==> config.mk <==
export PLATFORM = sky130hd
export DESIGN_NAME = hsl_to_rgb_converter_top
export DESIGN_NICKNAME = d
export VERILOG_FILES = /design/src/design/hslrgb_pkg.sv /design/src/design/hsl_to_rgb_converter_top.sv /design/src/design/hslrgb_chan.sv
export SDC_FILE = /design/constraint.sdc
export NUM_CORES = 1
export LEC_CHECK = 0
export ABC_AREA = 1
export BUFFER_PORTS_ARGS = -buffer_cell sky130_fd_sc_hd__buf_4
export CORE_MARGIN = 2
export CORE_UTILIZATION = 30
export DETAILED_ROUTE_END_ITERATION = 10
export PLACE_DENSITY = 0.43
export SYNTH_ARGS = -nofsm -noshare
export SYNTH_HDL_FRONTEND = slang
export SYNTH_SLANG_ARGS = --single-unit
export TNS_END_PERCENT = 5
==> constraint.sdc <==
create_clock -name i_clk -period 5.43 [get_ports i_clk]
set_input_delay 0.2715 -clock i_clk [delete_from_list [all_inputs] [get_ports i_clk]]
set_output_delay 0.2715 -clock i_clk [all_outputs]
set_load 0.02 [all_outputs]
==> src/design/hslrgb_pkg.sv <==
package hslrgb_pkg;

    localparam int HUE_W    = 11;
    localparam int COMP_W   = 8;
    localparam int T_W      = 9;
    localparam int C2_W     = 16;
    localparam int NUM_W    = 25;
    localparam int SUM_W    = NUM_W + 1;
    localparam int DIV_SH   = 9;
    localparam int Y_W      = SUM_W - DIV_SH;
    localparam int N_STAGES = 5;

    localparam logic [HUE_W-1:0]  HUE_MAX    = 11'd1535;
    localparam logic [COMP_W-1:0] FULL_SCALE = 8'd255;

    // Sector of the hue circle, each 60 degrees wide.
    typedef enum logic [2:0] {
        SEC_RED_YEL = 3'd0,
        SEC_YEL_GRN = 3'd1,
        SEC_GRN_CYN = 3'd2,
        SEC_CYN_BLU = 3'd3,
        SEC_BLU_MAG = 3'd4,
        SEC_MAG_RED = 3'd5
    } t_sector;

    // Load enables for the two stages that sit inside each channel unit.
    typedef struct packed {
        logic load_sum;
        logic load_out;
    } t_pipe_en;

endpackage

==> src/design/hsl_to_rgb_converter_top.sv <==
// HSL to RGB pixel converter. Hue is 0..1535 (six 60-degree sectors of 256
// steps), saturation and lightness are 0..255; the result is 8-bit red,
// green and blue, truncated and clamped. It is a five-stage pipeline that
// takes one word per clock while the output does not stall; an accepted
// word is registered in each stage in turn; the output is the last stage
// register. A stall on the output backs up stage by stage, so empty stages
// still fill while the result waits. The stages follow the arithmetic: the
// first stage finds the sector and the chroma base, the next two hold the
// multipliers (chroma, then the sector term), the last two divide by 255.
module hsl_to_rgb_converter_top
    import hslrgb_pkg::*;
(
    input  logic              i_clk,
    input  logic              i_rst_n,
    input  logic              i_in_valid,
    output logic              o_in_ready,
    input  logic [HUE_W-1:0]  i_hue,
    input  logic [COMP_W-1:0] i_saturation,
    input  logic [COMP_W-1:0] i_lightness,
    output logic              o_out_valid,
    input  logic              i_out_ready,
    output logic [COMP_W-1:0] o_red,
    output logic [COMP_W-1:0] o_green,
    output logic [COMP_W-1:0] o_blue
);

    logic [N_STAGES-1:0] r_vld;
    logic [N_STAGES-1:0] w_rdy;

    // Stage 1: sector, sector-local term and chroma base.
    logic [HUE_W-1:0]  n_hue;
    t_sector           n_sec;
    logic [T_W-1:0]    n_t;
    logic [COMP_W:0]   n_l2;
    logic [COMP_W:0]   n_dev;
    logic [COMP_W-1:0] n_cb;
    t_sector           r_sec1;
    logic [T_W-1:0]    r_t1;
    logic [COMP_W-1:0] r_cb1;
    logic [COMP_W-1:0] r_s1;
    logic [COMP_W-1:0] r_l1;

    // Stage 2: chroma.
    t_sector           r_sec2;
    logic [T_W-1:0]    r_t2;
    logic [C2_W-1:0]   r_c2;
    logic [COMP_W-1:0] r_l2;

    // Stage 3: numerators.
    logic [NUM_W-2:0]  n_ct;
    logic [NUM_W-1:0]  n_xnum;
    logic [NUM_W-1:0]  n_mnum;
    t_sector           r_sec3;
    logic [NUM_W-1:0]  r_cnum;
    logic [NUM_W-1:0]  r_xnum;
    logic [NUM_W-1:0]  r_mnum;

    logic [NUM_W-1:0]  w_vr;
    logic [NUM_W-1:0]  w_vg;
    logic [NUM_W-1:0]  w_vb;
    t_pipe_en          w_en;

    always_comb begin
        w_rdy[N_STAGES-1] = !r_vld[N_STAGES-1] || i_out_ready;
        for (int k = N_STAGES - 2; k >= 0; k--) begin
            w_rdy[k] = !r_vld[k] || w_rdy[k+1];
        end
    end

    always_ff @(posedge i_clk) begin
        if (!i_rst_n) begin
            r_vld <= '0;
        end else begin
            if (w_rdy[0]) begin
                r_vld[0] <= i_in_valid;
            end
            for (int k = 1; k < N_STAGES; k++) begin
                if (w_rdy[k]) begin
                    r_vld[k] <= r_vld[k-1];
                end
            end
        end
    end

    assign o_in_ready  = w_rdy[0];
    assign o_out_valid = r_vld[N_STAGES-1];

    always_comb begin
        n_hue = (i_hue > HUE_MAX) ? HUE_MAX : i_hue;
        n_sec = t_sector'(n_hue[HUE_W-1:8]);
        // Odd sectors run the fraction backward.
        n_t   = n_hue[8] ? (9'd256 - {1'b0, n_hue[7:0]}) : {1'b0, n_hue[7:0]};
        n_l2  = {i_lightness, 1'b0};
        n_dev = (n_l2 >= {1'b0, FULL_SCALE}) ? (n_l2 - {1'b0, FULL_SCALE})
                                             : ({1'b0, FULL_SCALE} - n_l2);
        n_cb  = FULL_SCALE - n_dev[COMP_W-1:0];
    end

    always_ff @(posedge i_clk) begin
        if (w_rdy[0]) begin
            r_sec1 <= n_sec;
            r_t1   <= n_t;
            r_cb1  <= n_cb;
            r_s1   <= i_saturation;
            r_l1   <= i_lightness;
        end
    end

    always_ff @(posedge i_clk) begin
        if (w_rdy[1]) begin
            r_sec2 <= r_sec1;
            r_t2   <= r_t1;
            r_c2   <= C2_W'(r_cb1) * C2_W'(r_s1);
            r_l2   <= r_l1;
        end
    end

    always_comb begin
        n_ct   = (NUM_W-1)'(r_c2) * (NUM_W-1)'(r_t2);
        n_xnum = {n_ct, 1'b0};
        // l * 130560 = l * 2^17 - l * 2^9; the chroma half is never larger.
        n_mnum = {r_l2, 17'd0} - {8'd0, r_l2, 9'd0} - {1'b0, r_c2, 8'd0};
    end

    always_ff @(posedge i_clk) begin
        if (w_rdy[2]) begin
            r_sec3 <= r_sec2;
            r_cnum <= {r_c2, 9'd0};
            r_xnum <= n_xnum;
            r_mnum <= n_mnum;
        end
    end

    always_comb begin
        unique case (r_sec3)
            SEC_RED_YEL: begin w_vr = r_cnum; w_vg = r_xnum; w_vb = '0;     end
            SEC_YEL_GRN: begin w_vr = r_xnum; w_vg = r_cnum; w_vb = '0;     end
            SEC_GRN_CYN: begin w_vr = '0;     w_vg = r_cnum; w_vb = r_xnum; end
            SEC_CYN_BLU: begin w_vr = '0;     w_vg = r_xnum; w_vb = r_cnum; end
            SEC_BLU_MAG: begin w_vr = r_xnum; w_vg = '0;     w_vb = r_cnum; end
            default:     begin w_vr = r_cnum; w_vg = '0;     w_vb = r_xnum; end
        endcase
    end

    assign w_en.load_sum = w_rdy[3];
    assign w_en.load_out = w_rdy[4];

    hslrgb_chan u_red (
        .i_clk  (i_clk),
        .i_en   (w_en),
        .i_vnum (w_vr),
        .i_mnum (r_mnum),
        .o_chan (o_red)
    );

    hslrgb_chan u_green (
        .i_clk  (i_clk),
        .i_en   (w_en),
        .i_vnum (w_vg),
        .i_mnum (r_mnum),
        .o_chan (o_green)
    );

    hslrgb_chan u_blue (
        .i_clk  (i_clk),
        .i_en   (w_en),
        .i_vnum (w_vb),
        .i_mnum (r_mnum),
        .o_chan (o_blue)
    );

endmodule

==> src/design/hslrgb_chan.sv <==
module hslrgb_chan
    import hslrgb_pkg::*;
(
    input  logic              i_clk,
    input  t_pipe_en          i_en,
    input  logic [NUM_W-1:0]  i_vnum,
    input  logic [NUM_W-1:0]  i_mnum,
    output logic [COMP_W-1:0] o_chan
);

    logic [SUM_W-1:0]  n_sum;
    logic [Y_W-1:0]    r_y;
    logic [COMP_W-1:0] n_q0;
    logic [COMP_W:0]   n_rem;
    logic [COMP_W-1:0] n_chan;
    logic [COMP_W-1:0] r_chan;

    // The full divisor is 255 * 512: the shift takes the 512 exactly.
    assign n_sum = {1'b0, i_vnum} + {1'b0, i_mnum};

    always_ff @(posedge i_clk) begin
        if (i_en.load_sum) begin
            r_y <= n_sum[SUM_W-1:DIV_SH];
        end
    end

    // Below 255 * 256 the estimate y / 256 is short by at most one, and the
    // remainder y - 255 * q0 equals the low byte plus q0.
    always_comb begin
        n_q0  = r_y[2*COMP_W-1:COMP_W];
        n_rem = {1'b0, r_y[COMP_W-1:0]} + {1'b0, n_q0};
        if (r_y >= Y_W'({FULL_SCALE, 8'd0})) begin
            n_chan = FULL_SCALE;
        end else if (n_rem >= {1'b0, FULL_SCALE}) begin
            n_chan = n_q0 + 8'd1;
        end else begin
            n_chan = n_q0;
        end
    end

    always_ff @(posedge i_clk) begin
        if (i_en.load_out) begin
            r_chan <= n_chan;
        end
    end

    assign o_chan = r_chan;

endmodule

==> load_flow_metrics.sql, run 1 <==
INSERT INTO impl_metrics (metric_group, metric, value, unit) VALUES
('outcome', 'outcome', 'complete, no violations', ''),
('place', 'place_ws', '674', 'ps'),
('place', 'gp_routability_congestion', '0.893', ''),
('yosys', 'postSynth.topFlopCell', 'sky130_fd_sc_hd__edfxtp_1', ''),
('job', 'max_cap_violations', '0', ''),
('worst_setup_path', 'timing.critical_path.buf_inv', '6', ''),
('clocking', 'cts_num_sinks', '200', ''),
('clocking', 'worstSkewPairLatency', '500', 'ps'),
('die', 'top_level_ports', '57', ''),
('global_routing', 'grt_start_max_net_pins', '53', ''),
('yosys', 'post_synth_xor_area_fraction', '0.0480', ''),
('place', 'detailed_place_hpwl', '38400', 'µm'),
('detailed_routing', 'detail-route-antenna-nets', '0', ''),
('yosys', 'yosys.area_share.simple', '0.195', ''),
('worst_setup_path', 'slowest_stage', 'sky130_fd_sc_hd__edfxtp_1', ''),
('detailed_routing', 'detail_route.first_pass.iterations', '7', ''),
('yosys', 'synthMostInstantiatedCell', 'sky130_fd_sc_hd__nand2_1', ''),
('yosys', 'syn-num-nets', '2548', ''),
('worst_setup_path', 'crit_cells', '17', ''),
('yosys', 'async_flop_share', '0', ''),
('global_routing', 'track_usage', '0.152', ''),
('yosys', 'combinational_family_with_the_most_area_after_synthesis', 'adder cells', ''),
('yosys', 'synth.largest_area_cell', 'sky130_fd_sc_hd__edfxtp_1', ''),
('worst_setup_path', 'critical_path.cell_chain', 'nand2_1 > inv_1 > fa_1 > inv_1 > fa_1 > inv_1 > fa_1 > inv_1 > fa_1 > inv_1 > ha_1 > inv_1 > o21ai_0 > nor2_1 > o211a_1 > nand4_1 > nand2_1', ''),
('cells_and_area', 'multi_input_area', '10700', 'µm²'),
('yosys', 'cells_taking_the_most_area_after_synthesis', 'sky130_fd_sc_hd__edfxtp_1 (31%), sky130_fd_sc_hd__fa_1 (14%), sky130_fd_sc_hd__ha_1 (12%)', ''),
('timing', 'min_period_over_period', '0.867', ''),
('timing', 'post-route-worst-setup-slack', '720', 'ps'),
('worst_setup_path', 'worst_r2r_endpoint', 'r_xnum[24]', ''),
('yosys', 'synth.area.mux_share', '0', ''),
('yosys', 'ys_ff_latch', '200', ''),
('clocking', 'clkTransAtPathRegs', '80', 'ps'),
('cells_and_area', 'syn_to_final_growth', '11.1', '%'),
('clocking', 'bufs_on_longest_clock_path', '2', ''),
('detailed_routing', 'drc', '0', ''),
('yosys', 'synthAdderAreaFrac', '0.255', ''),
('timing', 'max-slew-margin-rel', '0.265', ''),
('yosys', 'ys_types', '46', ''),
('die', 'row_count', '91', ''),
('clocking', 'numCtsBuffers', '17', ''),
('die', 'initial_utilization', '0.303', ''),
('worst_setup_path', 'critPathMaxStageDelay', '670', 'ps'),
('worst_setup_path', 'worstSetupPathType', 'flop to flop', ''),
('place', 'buffer_ports.inserted', '56', ''),
('worst_setup_path', 'worstReg2RegStart', 'r_c2[10]', ''),
('timing', 'worst_setup_skew_after_layout', '12.7', 'ps'),
('detailed_routing', 'drt-total-wl', '46700', 'µm'),
('worst_setup_path', 'reg2reg_setup_slack', '720', 'ps'),
('yosys', 'syn_area', '18600', 'µm²'),
('clocking', 'postCtsResizedCells', '0', ''),
('yosys', 'synth_compound_gate_area_share', '0.0766', ''),
('detailed_routing', 'drt-vias-per-instance', '4.62', ''),
('worst_setup_path', 'worst-endpoint-arrival', '4970', 'ps'),
('yosys', 'commonest_cells_in_the_synthesized_netlist', 'sky130_fd_sc_hd__nand2_1 (526), sky130_fd_sc_hd__inv_1 (480), sky130_fd_sc_hd__edfxtp_1 (195)', ''),
('timing', 'slew_at_the_pin_closest_to_its_max_slew_limit', '1100', 'ps'),
('timing', 'finalSetupTns', '0', 'ps'),
('cells_and_area', 'layout_cells_sized_above_1', '0.0631', ''),
('worst_setup_path', 'crit_path_max_fanout', '11', ''),
('timing', 'max_clock_freq', '212', 'MHz'),
('cells_and_area', 'sequential_cell_area', '5960', 'µm²'),
('cells_and_area', 'n_antenna_cell', '0', ''),
('min_path', 'min_from', 'i_hue[0]', ''),
('yosys', 'synth_largest_type_area_fraction', '0.315', ''),
('detailed_routing', 'vias', '14200', ''),
('clocking', 'tritoncts_clock_tree', 'done', ''),
('yosys', 'synthesis.instances', '2213', ''),
('worst_setup_path', 'depth_of_the_worst_register_to_register_path', '17', ''),
('min_path', 'hold_path_depth', '3', ''),
('yosys', 'synth-edff-count', '195', ''),
('global_routing', 'grt_antenna_before_repair', '0', ''),
('timing', 'drv_slew', '0', '');
flip-flops by register name, indices dropped and copies added, names as in the netlist:
signal and count:
u_blue.r_y 17, r_sec2 3, r_xnum 16, r_l1 8
r_sec3 3, u_green.o_chan 8, r_c2 15, r_vld 5
r_sec1 3, u_green.r_y 17, r_t1 9, u_red.r_y 17
r_s1 8, r_mnum 16, r_t2 9, r_cb1 7
u_blue.o_chan 8, u_red.o_chan 8, r_l2 8, r_cnum 15
metal layers:
layer / global-route usage / part of all wire
met5: 0 / 0
met2: 0.264 / 0.50
met3: 0.0245 / 0.032
met1: 0.191 / 0.45
met4: 0.0477 / 0.022
metrics by stage:
| step | util | std cells | area (µm²) | hold slack [ps] |
|---|---|---|---|---|
| after floorplan | - | 2213 | 18600 | 370 |
| after global placement | 0.324 | 3025 | 19900 | 404 |
| after detailed placement | 0.324 | 3025 | 19900 | 405 |
| after CTS | 0.336 | 3073 | 20700 | 15.7 |
| after global routing | 0.336 | 3073 | 20700 | 42.1 |
| final | 0.336 | 3073 | 20700 | 59.8 |
worst register-to-register path, delay by kind of cell (launching register included):
kind | cells | cell delay, ps
adder cells (fa/ha/maj) | 5 | 2500
AND/OR/NAND/NOR | 4 | 440
AO/OA/AOI/OAI | 2 | 500
flip-flops | 1 | 670
buffers and inverters | 6 | 370
logic make-up after synthesis:
family,count (synthesis)
simple gates,842
buf+inv,522
fa+ha+maj,304
compound gates,243
flops,200
xor+xnor,102
cells in the final DEF (no fill, tap or decap), types with 3 or more instances in the layout:
| cell | n |
|---|---|
| sky130_fd_sc_hd__nand2_2 | 13 |
| sky130_fd_sc_hd__nand3_2 | 3 |
| sky130_fd_sc_hd__nor4_1 | 14 |
| sky130_fd_sc_hd__nor3b_2 | 3 |
| sky130_fd_sc_hd__nand4_1 | 13 |
| sky130_fd_sc_hd__a21o_1 | 8 |
| sky130_fd_sc_hd__a21oi_2 | 9 |
| sky130_fd_sc_hd__nor3_1 | 15 |
| sky130_fd_sc_hd__nand2_4 | 7 |
| sky130_fd_sc_hd__clkbuf_16 | 17 |
| sky130_fd_sc_hd__o21ai_1 | 11 |
| sky130_fd_sc_hd__dlygate4sd3_1 | 17 |
| sky130_fd_sc_hd__nand2_1 | 525 |
| sky130_fd_sc_hd__xnor2_1 | 23 |
| sky130_fd_sc_hd__edfxtp_1 | 195 |
| sky130_fd_sc_hd__a31oi_1 | 7 |
| sky130_fd_sc_hd__a21oi_1 | 96 |
| sky130_fd_sc_hd__buf_4 | 61 |
| sky130_fd_sc_hd__inv_1 | 478 |
| sky130_fd_sc_hd__o21a_1 | 8 |
| sky130_fd_sc_hd__fa_1 | 126 |
| sky130_fd_sc_hd__o21bai_1 | 6 |
| sky130_fd_sc_hd__o31ai_1 | 5 |
| sky130_fd_sc_hd__dfxtp_1 | 5 |
| sky130_fd_sc_hd__o21ai_2 | 4 |
| sky130_fd_sc_hd__inv_2 | 5 |
| sky130_fd_sc_hd__o21ai_0 | 38 |
| sky130_fd_sc_hd__ha_1 | 178 |
| sky130_fd_sc_hd__nand3b_1 | 4 |
| sky130_fd_sc_hd__xor2_1 | 79 |
| sky130_fd_sc_hd__clkinvlp_4 | 4 |
| sky130_fd_sc_hd__o22ai_1 | 45 |
| sky130_fd_sc_hd__inv_8 | 4 |
| sky130_fd_sc_hd__nor2_1 | 99 |
| sky130_fd_sc_hd__nand3_1 | 135 |
repair_timing:
item                                   CTS  global route
hold buffers                            17             0
endpoints found under the hold margin   17             0
setup endpoints to repair                0             0
buffers inserted                         0             0
layout make-up:
cell class / instances / share of cell area
multi-input cells: 1491 / 0.517
flip-flops and latches: 200 / 0.288
inverters: 483 / 0.0877
well taps: 790 / 0.0478
repair buffers: 78 / 0.0304
clock buffers: 17 / 0.0206
clock inverters: 14 / 0.00805
how the worst max path moves through the flow:
stage,from,end,slack [ps]
2_1_floorplan,r_vld[4],r_cb1[1],650
3_3_place_gp,r_c2[10],r_xnum[24],650
3_5_place_dp,r_c2[10],r_xnum[24],670
4_1_cts,r_c2[10],r_xnum[24],670
5_1_grt,r_c2[10],r_xnum[24],430
6_report,r_c2[10],r_xnum[24],720
Power of run 1 is left out: the tool's default activity adds up to more than one toggle a clock period on the data nets, which glitch-free logic cannot reach.
==> run 2, diff against run 1 <==
--- a/config.mk
+++ b/config.mk
@@ -10,6 +10,7 @@
 export CORE_MARGIN = 2
 export CORE_UTILIZATION = 30
 export DETAILED_ROUTE_END_ITERATION = 10
+export MAX_ROUTING_LAYER = met4
 export PLACE_DENSITY = 0.43
 export SYNTH_ARGS = -nofsm -noshare
 export SYNTH_HDL_FRONTEND = slang
==> run 2 against run 1 <==
Net effect:
- clock-buffer cell count stayed put
- utilization about the same
- via count is 0.43% lower
- maximum frequency is essentially flat
- register-to-register slack barely moved
- die area stayed put
- critical path type unchanged
- critical path depth unchanged
- critical endpoint unchanged
==> load_flow_metrics.sql, run 2 (synthesized netlist as in run 1, its figures left out) <==
INSERT INTO impl_metrics (metric_group, metric, value, unit) VALUES
('outcome', 'outcome', 'complete, no violations', ''),
('timing', 'worst_setup_skew_after_layout', '14.7', 'ps'),
('worst_setup_path', 'worstSetupPathType', 'flop to flop', ''),
('global_routing', 'globalRoute.totalOverflow', '0', ''),
('clocking', 'tritoncts_clock_tree', 'done', ''),
('worst_setup_path', 'critPathMaxStageDelay', '680', 'ps'),
('timing', 'max-slew-margin-rel', '0.255', ''),
('timing', 'unrepaired_setup_endpoints_after_global_routing', 'no', ''),
('worst_setup_path', 'worst_setup_start_kind', 'flop', ''),
('min_path', 'min_from', 'i_lightness[7]', ''),
('global_routing', 'grt_antenna_before_repair', '0', ''),
('worst_setup_path', 'crit_path_start', 'r_c2[10]', ''),
('timing', 'drv_slew', '0', ''),
('clocking', 'cell_at_the_root_of_the_clock_tree', 'sky130_fd_sc_hd__clkbuf_16', ''),
('worst_setup_path', 'crit_path_max_fanout', '11', ''),
('detailed_routing', 'route.detailed.wl_per_inst', '15.3', 'µm'),
('clocking', 'bufs_on_longest_clock_path', '2', ''),
('detailed_routing', 'vias', '14100', ''),
('detailed_routing', 'drt-total-wl', '47100', 'µm'),
('min_path', 'min_path_type', 'input pin to flop', ''),
('global_routing', 'grt_start_max_net_pins', '53', ''),
('place', 'gp_routability_congestion', '0.890', ''),
('die', 'core', '61500', 'µm²'),
('clocking', 'cts_num_sinks', '200', ''),
('cells_and_area', 'fin_nets', '2606', ''),
('clocking', 'htree_levels', '4', ''),
('detailed_routing', 'detail_route.first_pass.iterations', '5', ''),
('cells_and_area', 'n_fill_cell', '6435', ''),
('global_routing', 'grt_pass1_wl', '76000', 'µm'),
('worst_setup_path', 'worst-endpoint-arrival', '4960', 'ps'),
('die', 'top_level_ports', '57', ''),
('timing', 'max_clock_freq', '212', 'MHz'),
('detailed_routing', 'drt-vias-per-instance', '4.60', ''),
('cells_and_area', 'biggestRegsByFlops', 'u_blue.r_y: 17 flops, u_green.r_y: 17 flops, u_red.r_y: 17 flops', ''),
('die', 'initial_utilization', '0.303', ''),
('cells_and_area', 'layout.cells.most_common_list', 'sky130_fd_sc_hd__nand2_1 (525), sky130_fd_sc_hd__inv_1 (478), sky130_fd_sc_hd__edfxtp_1 (195)', ''),
('timing', 'report.final.hold_viol_count', '0', ''),
('die', 'dieHeight', '253', 'µm'),
('place', 'place_inst', '3025', ''),
('cells_and_area', 'layout_cells_sized_above_1', '0.0630', ''),
('cells_and_area', 'n_antenna_cell', '0', ''),
('detailed_routing', 'detail-route-antenna-nets', '0', ''),
('timing', 'finalSetupTns', '0', 'ps'),
('timing', 'slew_at_the_pin_closest_to_its_max_slew_limit', '1110', 'ps'),
('timing', 'final_count_of_negative_setup_slack_endpoints', '0', ''),
('clocking', 'post_cts_hold_buffer_count', '17', ''),
('timing', 'period_minus_slack', '4710', 'ps'),
('cells_and_area', 'leading_cell_type_in_the_layout_fill_and_taps_excluded', 'sky130_fd_sc_hd__nand2_1', ''),
('worst_setup_path', 'path_common_cell', 'sky130_fd_sc_hd__inv_1', ''),
('clocking', 'postCtsResizedCells', '0', ''),
('place', 'buffer_ports.inserted', '56', ''),
('die', 'row_count', '91', ''),
('detailed_routing', 'detailedRoute.firstIterationViolations', '744', ''),
('detailed_routing', 'drc', '0', ''),
('clocking', 'post-cts-setup-buffer-count', '0', ''),
('clocking', 'clkTransAtPathRegs', '80', 'ps'),
('worst_setup_path', 'slowest_stage', 'sky130_fd_sc_hd__edfxtp_1', ''),
('clocking', 'worstSkewPairLatency', '490', 'ps'),
('timing', 'min_period_over_period', '0.867', ''),
('worst_setup_path', 'worstReg2RegStart', 'r_c2[10]', ''),
('die', 'floorplan.die_area', '64000', 'µm²'),
('global_routing', 'via_count_of_the_first_global_routing_pass', '14200', ''),
('clocking', 'numCtsBuffers', '17', ''),
('job', 'max_cap_violations', '0', ''),
('global_routing', 'track_usage', '0.158', ''),
('worst_setup_path', 'worst_setup_path_end_kind', 'flop', ''),
('die', 'dieWidth', '253', 'µm'),
('cells_and_area', 'final_cells', '3074', ''),
('worst_setup_path', 'critical_path.cell_chain', 'nand2_1 > inv_1 > fa_1 > inv_1 > fa_1 > inv_1 > fa_1 > inv_1 > fa_1 > inv_1 > ha_1 > inv_1 > o21ai_0 > nor2_1 > o211a_1 > nand4_1 > nand2_1', ''),
('place', 'detailed_place_hpwl', '38600', 'µm'),
('worst_setup_path', 'cp.required', '5680', 'ps'),
('cells_and_area', 'syn_to_final_growth', '11.0', '%');
-- run 2: changes by cell type in the layout (fill, tap and decap cells not counted) --
cell / delta
sky130_fd_sc_hd__clkinvlp_4: -3
sky130_fd_sc_hd__clkinv_4: +2
sky130_fd_sc_hd__bufinv_16: -1
sky130_fd_sc_hd__clkinv_1: +1
sky130_fd_sc_hd__clkinv_8: +1
sky130_fd_sc_hd__inv_6: +1
-- run 2: area by class of cell --
| type | count | area [µm²] | share of cell area |
|---|---|---|---|
| Clock buffer | 17 | 425 | 0.0206 |
| Clock inverter | 15 | 160 | 0.00775 |
| Inverter | 483 | 1810 | 0.0877 |
| Multi-Input combinational cell | 1491 | 10700 | 0.517 |
| Sequential cell | 200 | 5960 | 0.288 |
| Tap cell | 790 | 988 | 0.0478 |
| Timing Repair Buffer | 78 | 628 | 0.0304 |
-- run 2: layer usage --
metal	wire length [µm]	global-route usage
met5	0	-
met3	1320	0.0216
met2	23700	0.272
met1	21400	0.193
met4	694	0.0440
-- run 2: final timing paths --
kind,to,slack [ps],cells past startpoint
max,r_xnum[24],720,17
min,r_l1[7],70,1
max reg2reg,r_xnum[24],720,17
min reg2reg,r_t2[6],420,0
-- run 2: critical path, delay by kind of cell, from the launching register on --
kind / cells / cell delay [ps]
buffers and inverters: 6 / 370
flip-flops: 1 / 680
AND/OR/NAND/NOR: 4 / 440
adder cells (fa/ha/maj): 5 / 2480
AO/OA/AOI/OAI: 2 / 510
-- run 2: metrics by stage --
step	area (µm²)	setup slack, ps	util	hold WS [ps]
floorplan	18600	651	-	370
global placement	19900	660	0.324	404
detailed placement	19900	680	0.324	405
CTS	20700	665	0.336	19.9
global route	20700	417	0.336	35.3
finish	20700	721	0.336	69.7
Power of run 2 is left out for the same reason.
==> run 3, diff against run 2 <==
--- a/config.mk
+++ b/config.mk
@@ -6,10 +6,11 @@
 export NUM_CORES = 1
 export LEC_CHECK = 0
 export ABC_AREA = 1
-export BUFFER_PORTS_ARGS = -buffer_cell sky130_fd_sc_hd__buf_4
 export CORE_MARGIN = 2
 export CORE_UTILIZATION = 30
 export DETAILED_ROUTE_END_ITERATION = 10
+export DONT_BUFFER_PORTS = 1
+export HOLD_SLACK_MARGIN = 0.05
 export MAX_ROUTING_LAYER = met4
 export PLACE_DENSITY = 0.43
 export SYNTH_ARGS = -nofsm -noshare
==> run 3 against run 2 <==
Net effect:
- non-clock buffer count is 48 lower
- cell area is 1.5% lower
- first-iteration DRC count is 15% lower
- setup slack worse by 28 ps
- highest routed layer unchanged
- cell count is 1.6% lower
- utilization is 0.51 points lower
- via count is 0.97% lower
- critical path depth stayed put
- register-to-register slack worse by 30 ps
==> load_flow_metrics.sql, run 3 (synthesized netlist as in run 1, its figures left out) <==
INSERT INTO impl_metrics (metric_group, metric, value, unit) VALUES
('detailed_routing', 'drt-vias-per-instance', '4.63', ''),
('cells_and_area', 'syn_to_final_growth', '9.33', '%'),
('die', 'top_level_ports', '57', ''),
('detailed_routing', 'detail_route.first_pass.iterations', '5', ''),
('clocking', 'tritoncts_clock_tree', 'done', ''),
('timing', 'max-slew-margin-rel', '0.319', ''),
('worst_setup_path', 'reg2reg_setup_slack', '690', 'ps'),
('clocking', 'htree_levels', '4', ''),
('worst_setup_path', 'cp.required', '5680', 'ps'),
('worst_setup_path', 'worstReg2RegStart', 'r_c2[10]', ''),
('worst_setup_path', 'crit_path_max_fanout', '11', ''),
('detailed_routing', 'detail-route-antenna-nets', '0', ''),
('place', 'gp_routability_congestion', '0.892', ''),
('clocking', 'numCtsBuffers', '17', ''),
('timing', 'min_period_over_period', '0.872', ''),
('clocking', 'post-cts-setup-buffer-count', '0', ''),
('timing', 'worst_setup_skew_after_layout', '10.4', 'ps'),
('global_routing', 'grt_pass1_wl', '74400', 'µm'),
('worst_setup_path', 'worst-endpoint-arrival', '4990', 'ps'),
('cells_and_area', 'post-route-cell-area', '20300', 'µm²'),
('die', 'floorplan.die_area', '64000', 'µm²'),
('detailed_routing', 'drt-total-wl', '46200', 'µm'),
('min_path', 'min_path_type', 'input pin to flop', ''),
('clocking', 'bufs_on_longest_clock_path', '2', ''),
('clocking', 'clkTransAtPathRegs', '80', 'ps'),
('global_routing', 'globalRoute.totalOverflow', '0', ''),
('clocking', 'post_cts_hold_buffer_count', '24', ''),
('clocking', 'worstSkewPairLatency', '490', 'ps'),
('die', 'core', '61500', 'µm²'),
('clocking', 'cts_num_sinks', '200', ''),
('worst_setup_path', 'timing.critical_path.buf_inv', '6', ''),
('worst_setup_path', 'worstSetupPathType', 'flop to flop', ''),
('cells_and_area', 'layout.cells.most_common_list', 'sky130_fd_sc_hd__nand2_1 (525), sky130_fd_sc_hd__inv_1 (478), sky130_fd_sc_hd__edfxtp_1 (195)', ''),
('worst_setup_path', 'worst_setup_start_kind', 'flop', ''),
('outcome', 'outcome', 'complete, no violations', ''),
('timing', 'slew_at_the_pin_closest_to_its_max_slew_limit', '1020', 'ps'),
('timing', 'period_minus_slack', '4740', 'ps'),
('global_routing', 'track_usage', '0.154', ''),
('clocking', 'cell_at_the_root_of_the_clock_tree', 'sky130_fd_sc_hd__clkbuf_16', ''),
('job', 'max_cap_violations', '0', ''),
('clocking', 'postCtsResizedCells', '0', ''),
('cells_and_area', 'biggestRegsByFlops', 'u_blue.r_y: 17 flops, u_green.r_y: 17 flops, u_red.r_y: 17 flops', ''),
('cells_and_area', 'layout_cells_sized_above_1', '0.0403', ''),
('min_path', 'min_from', 'i_hue[6]', ''),
('worst_setup_path', 'critical_path.cell_chain', 'nand2_1 > inv_1 > fa_1 > inv_1 > fa_1 > inv_1 > fa_1 > inv_1 > fa_1 > inv_1 > ha_1 > inv_1 > o21ai_0 > nor2_1 > o211a_1 > nand4_1 > nand2_1', ''),
('worst_setup_path', 'depth_of_the_worst_register_to_register_path', '17', ''),
('worst_setup_path', 'critical_path.top_delay_family', 'adder cells', ''),
('detailed_routing', 'vias', '14000', ''),
('place', 'detailed_place_hpwl', '38000', 'µm'),
('place', 'place_area', '19500', 'µm²'),
('worst_setup_path', 'critPathMaxStageDelay', '670', 'ps'),
('min_path', 'worstHoldEndpoint', 'r_t1[8]', ''),
('place', 'place_ws', '731', 'ps'),
('timing', 'drv_slew', '0', ''),
('cells_and_area', 'fin_nets', '2558', ''),
('worst_setup_path', 'slowest_stage', 'sky130_fd_sc_hd__edfxtp_1', ''),
('global_routing', 'grt_start_max_net_pins', '53', ''),
('detailed_routing', 'detailedRoute.firstIterationViolations', '636', ''),
('min_path', 'hold_path_depth', '3', ''),
('detailed_routing', 'route.detailed.wl_per_inst', '15.3', 'µm'),
('timing', 'post-route-worst-setup-slack', '693', 'ps'),
('die', 'initial_utilization', '0.303', ''),
('worst_setup_path', 'worst_r2r_endpoint', 'r_xnum[24]', ''),
('global_routing', 'via_count_of_the_first_global_routing_pass', '13800', ''),
('detailed_routing', 'drc', '0', ''),
('worst_setup_path', 'worst_setup_path_end_kind', 'flop', ''),
('global_routing', 'grt_antenna_before_repair', '0', ''),
('timing', 'report.final.hold_viol_count', '0', ''),
('timing', 'final_count_of_negative_setup_slack_endpoints', '0', ''),
('cells_and_area', 'leading_cell_type_in_the_layout_fill_and_taps_excluded', 'sky130_fd_sc_hd__nand2_1', ''),
('die', 'dieHeight', '253', 'µm'),
('place', 'buffer_ports.inserted', '0', ''),
('timing', 'finalSetupTns', '0', 'ps'),
('worst_setup_path', 'path_common_cell', 'sky130_fd_sc_hd__inv_1', ''),
('die', 'row_count', '91', ''),
('cells_and_area', 'n_antenna_cell', '0', ''),
('timing', 'max_clock_freq', '211', 'MHz'),
('timing', 'unrepaired_setup_endpoints_after_global_routing', 'no', ''),
('die', 'dieWidth', '253', 'µm');
[run 3: cell types whose count changed in the layout (fill, tap and decap cells not counted)]
cell,previous run,this run
sky130_fd_sc_hd__buf_4,61,6
sky130_fd_sc_hd__clkinv_1,1,0
sky130_fd_sc_hd__clkinv_2,1,0
sky130_fd_sc_hd__clkinv_4,3,4
sky130_fd_sc_hd__clkinv_8,1,4
sky130_fd_sc_hd__clkinvlp_4,1,2
sky130_fd_sc_hd__dlygate4sd3_1,17,24
sky130_fd_sc_hd__inv_6,3,1
sky130_fd_sc_hd__inv_8,4,3
[run 3: through the flow]
step / hold slack [ps] / util / cells
6_report: 103 / 0.331 / 3026
4_1_cts: 62.6 / 0.331 / 3026
5_1_grt: 91.5 / 0.331 / 3026
3_5_place_dp: 370 / 0.317 / 2970
2_1_floorplan: 370 / - / 2213
3_3_place_gp: 370 / 0.317 / 2970
[run 3: tightest hold or removal path: cells and delay by family]
family           cells  cell delay [ps]
AND/OR/NAND/NOR      3              160
[run 3: cell type report]
cell class | count | area, µm²
fill | 6463 | 41100
multi-input combinational | 1491 | 10700
sequential | 200 | 5960
inverter | 483 | 1810
tap | 790 | 988
clock buffer | 17 | 425
timing repair buffer | 30 | 285
clock inverter | 15 | 188
[run 3: how the worst max path moves through the flow]
stage                 endpoint  depth (start not counted)      from
floorplan             r_cb1[1]                          9  r_vld[4]
global placement    r_xnum[24]                         17  r_c2[10]
detailed placement  r_xnum[24]                         17  r_c2[10]
CTS                 r_xnum[24]                         17  r_c2[10]
global route        r_xnum[22]                         16   r_c2[9]
finish              r_xnum[24]                         17  r_c2[10]
[run 3: per-layer routing]
layer | global-route usage | part of all wire | up-vias
met5 | - | 0 | -
met1 | 0.191 | 0.47 | 6636
met2 | 0.263 | 0.49 | 223
met3 | 0.0188 | 0.023 | 46
met4 | 0.0467 | 0.019 | 0
li1 | - | - | 7097
Power of run 3 is left out for the same reason.
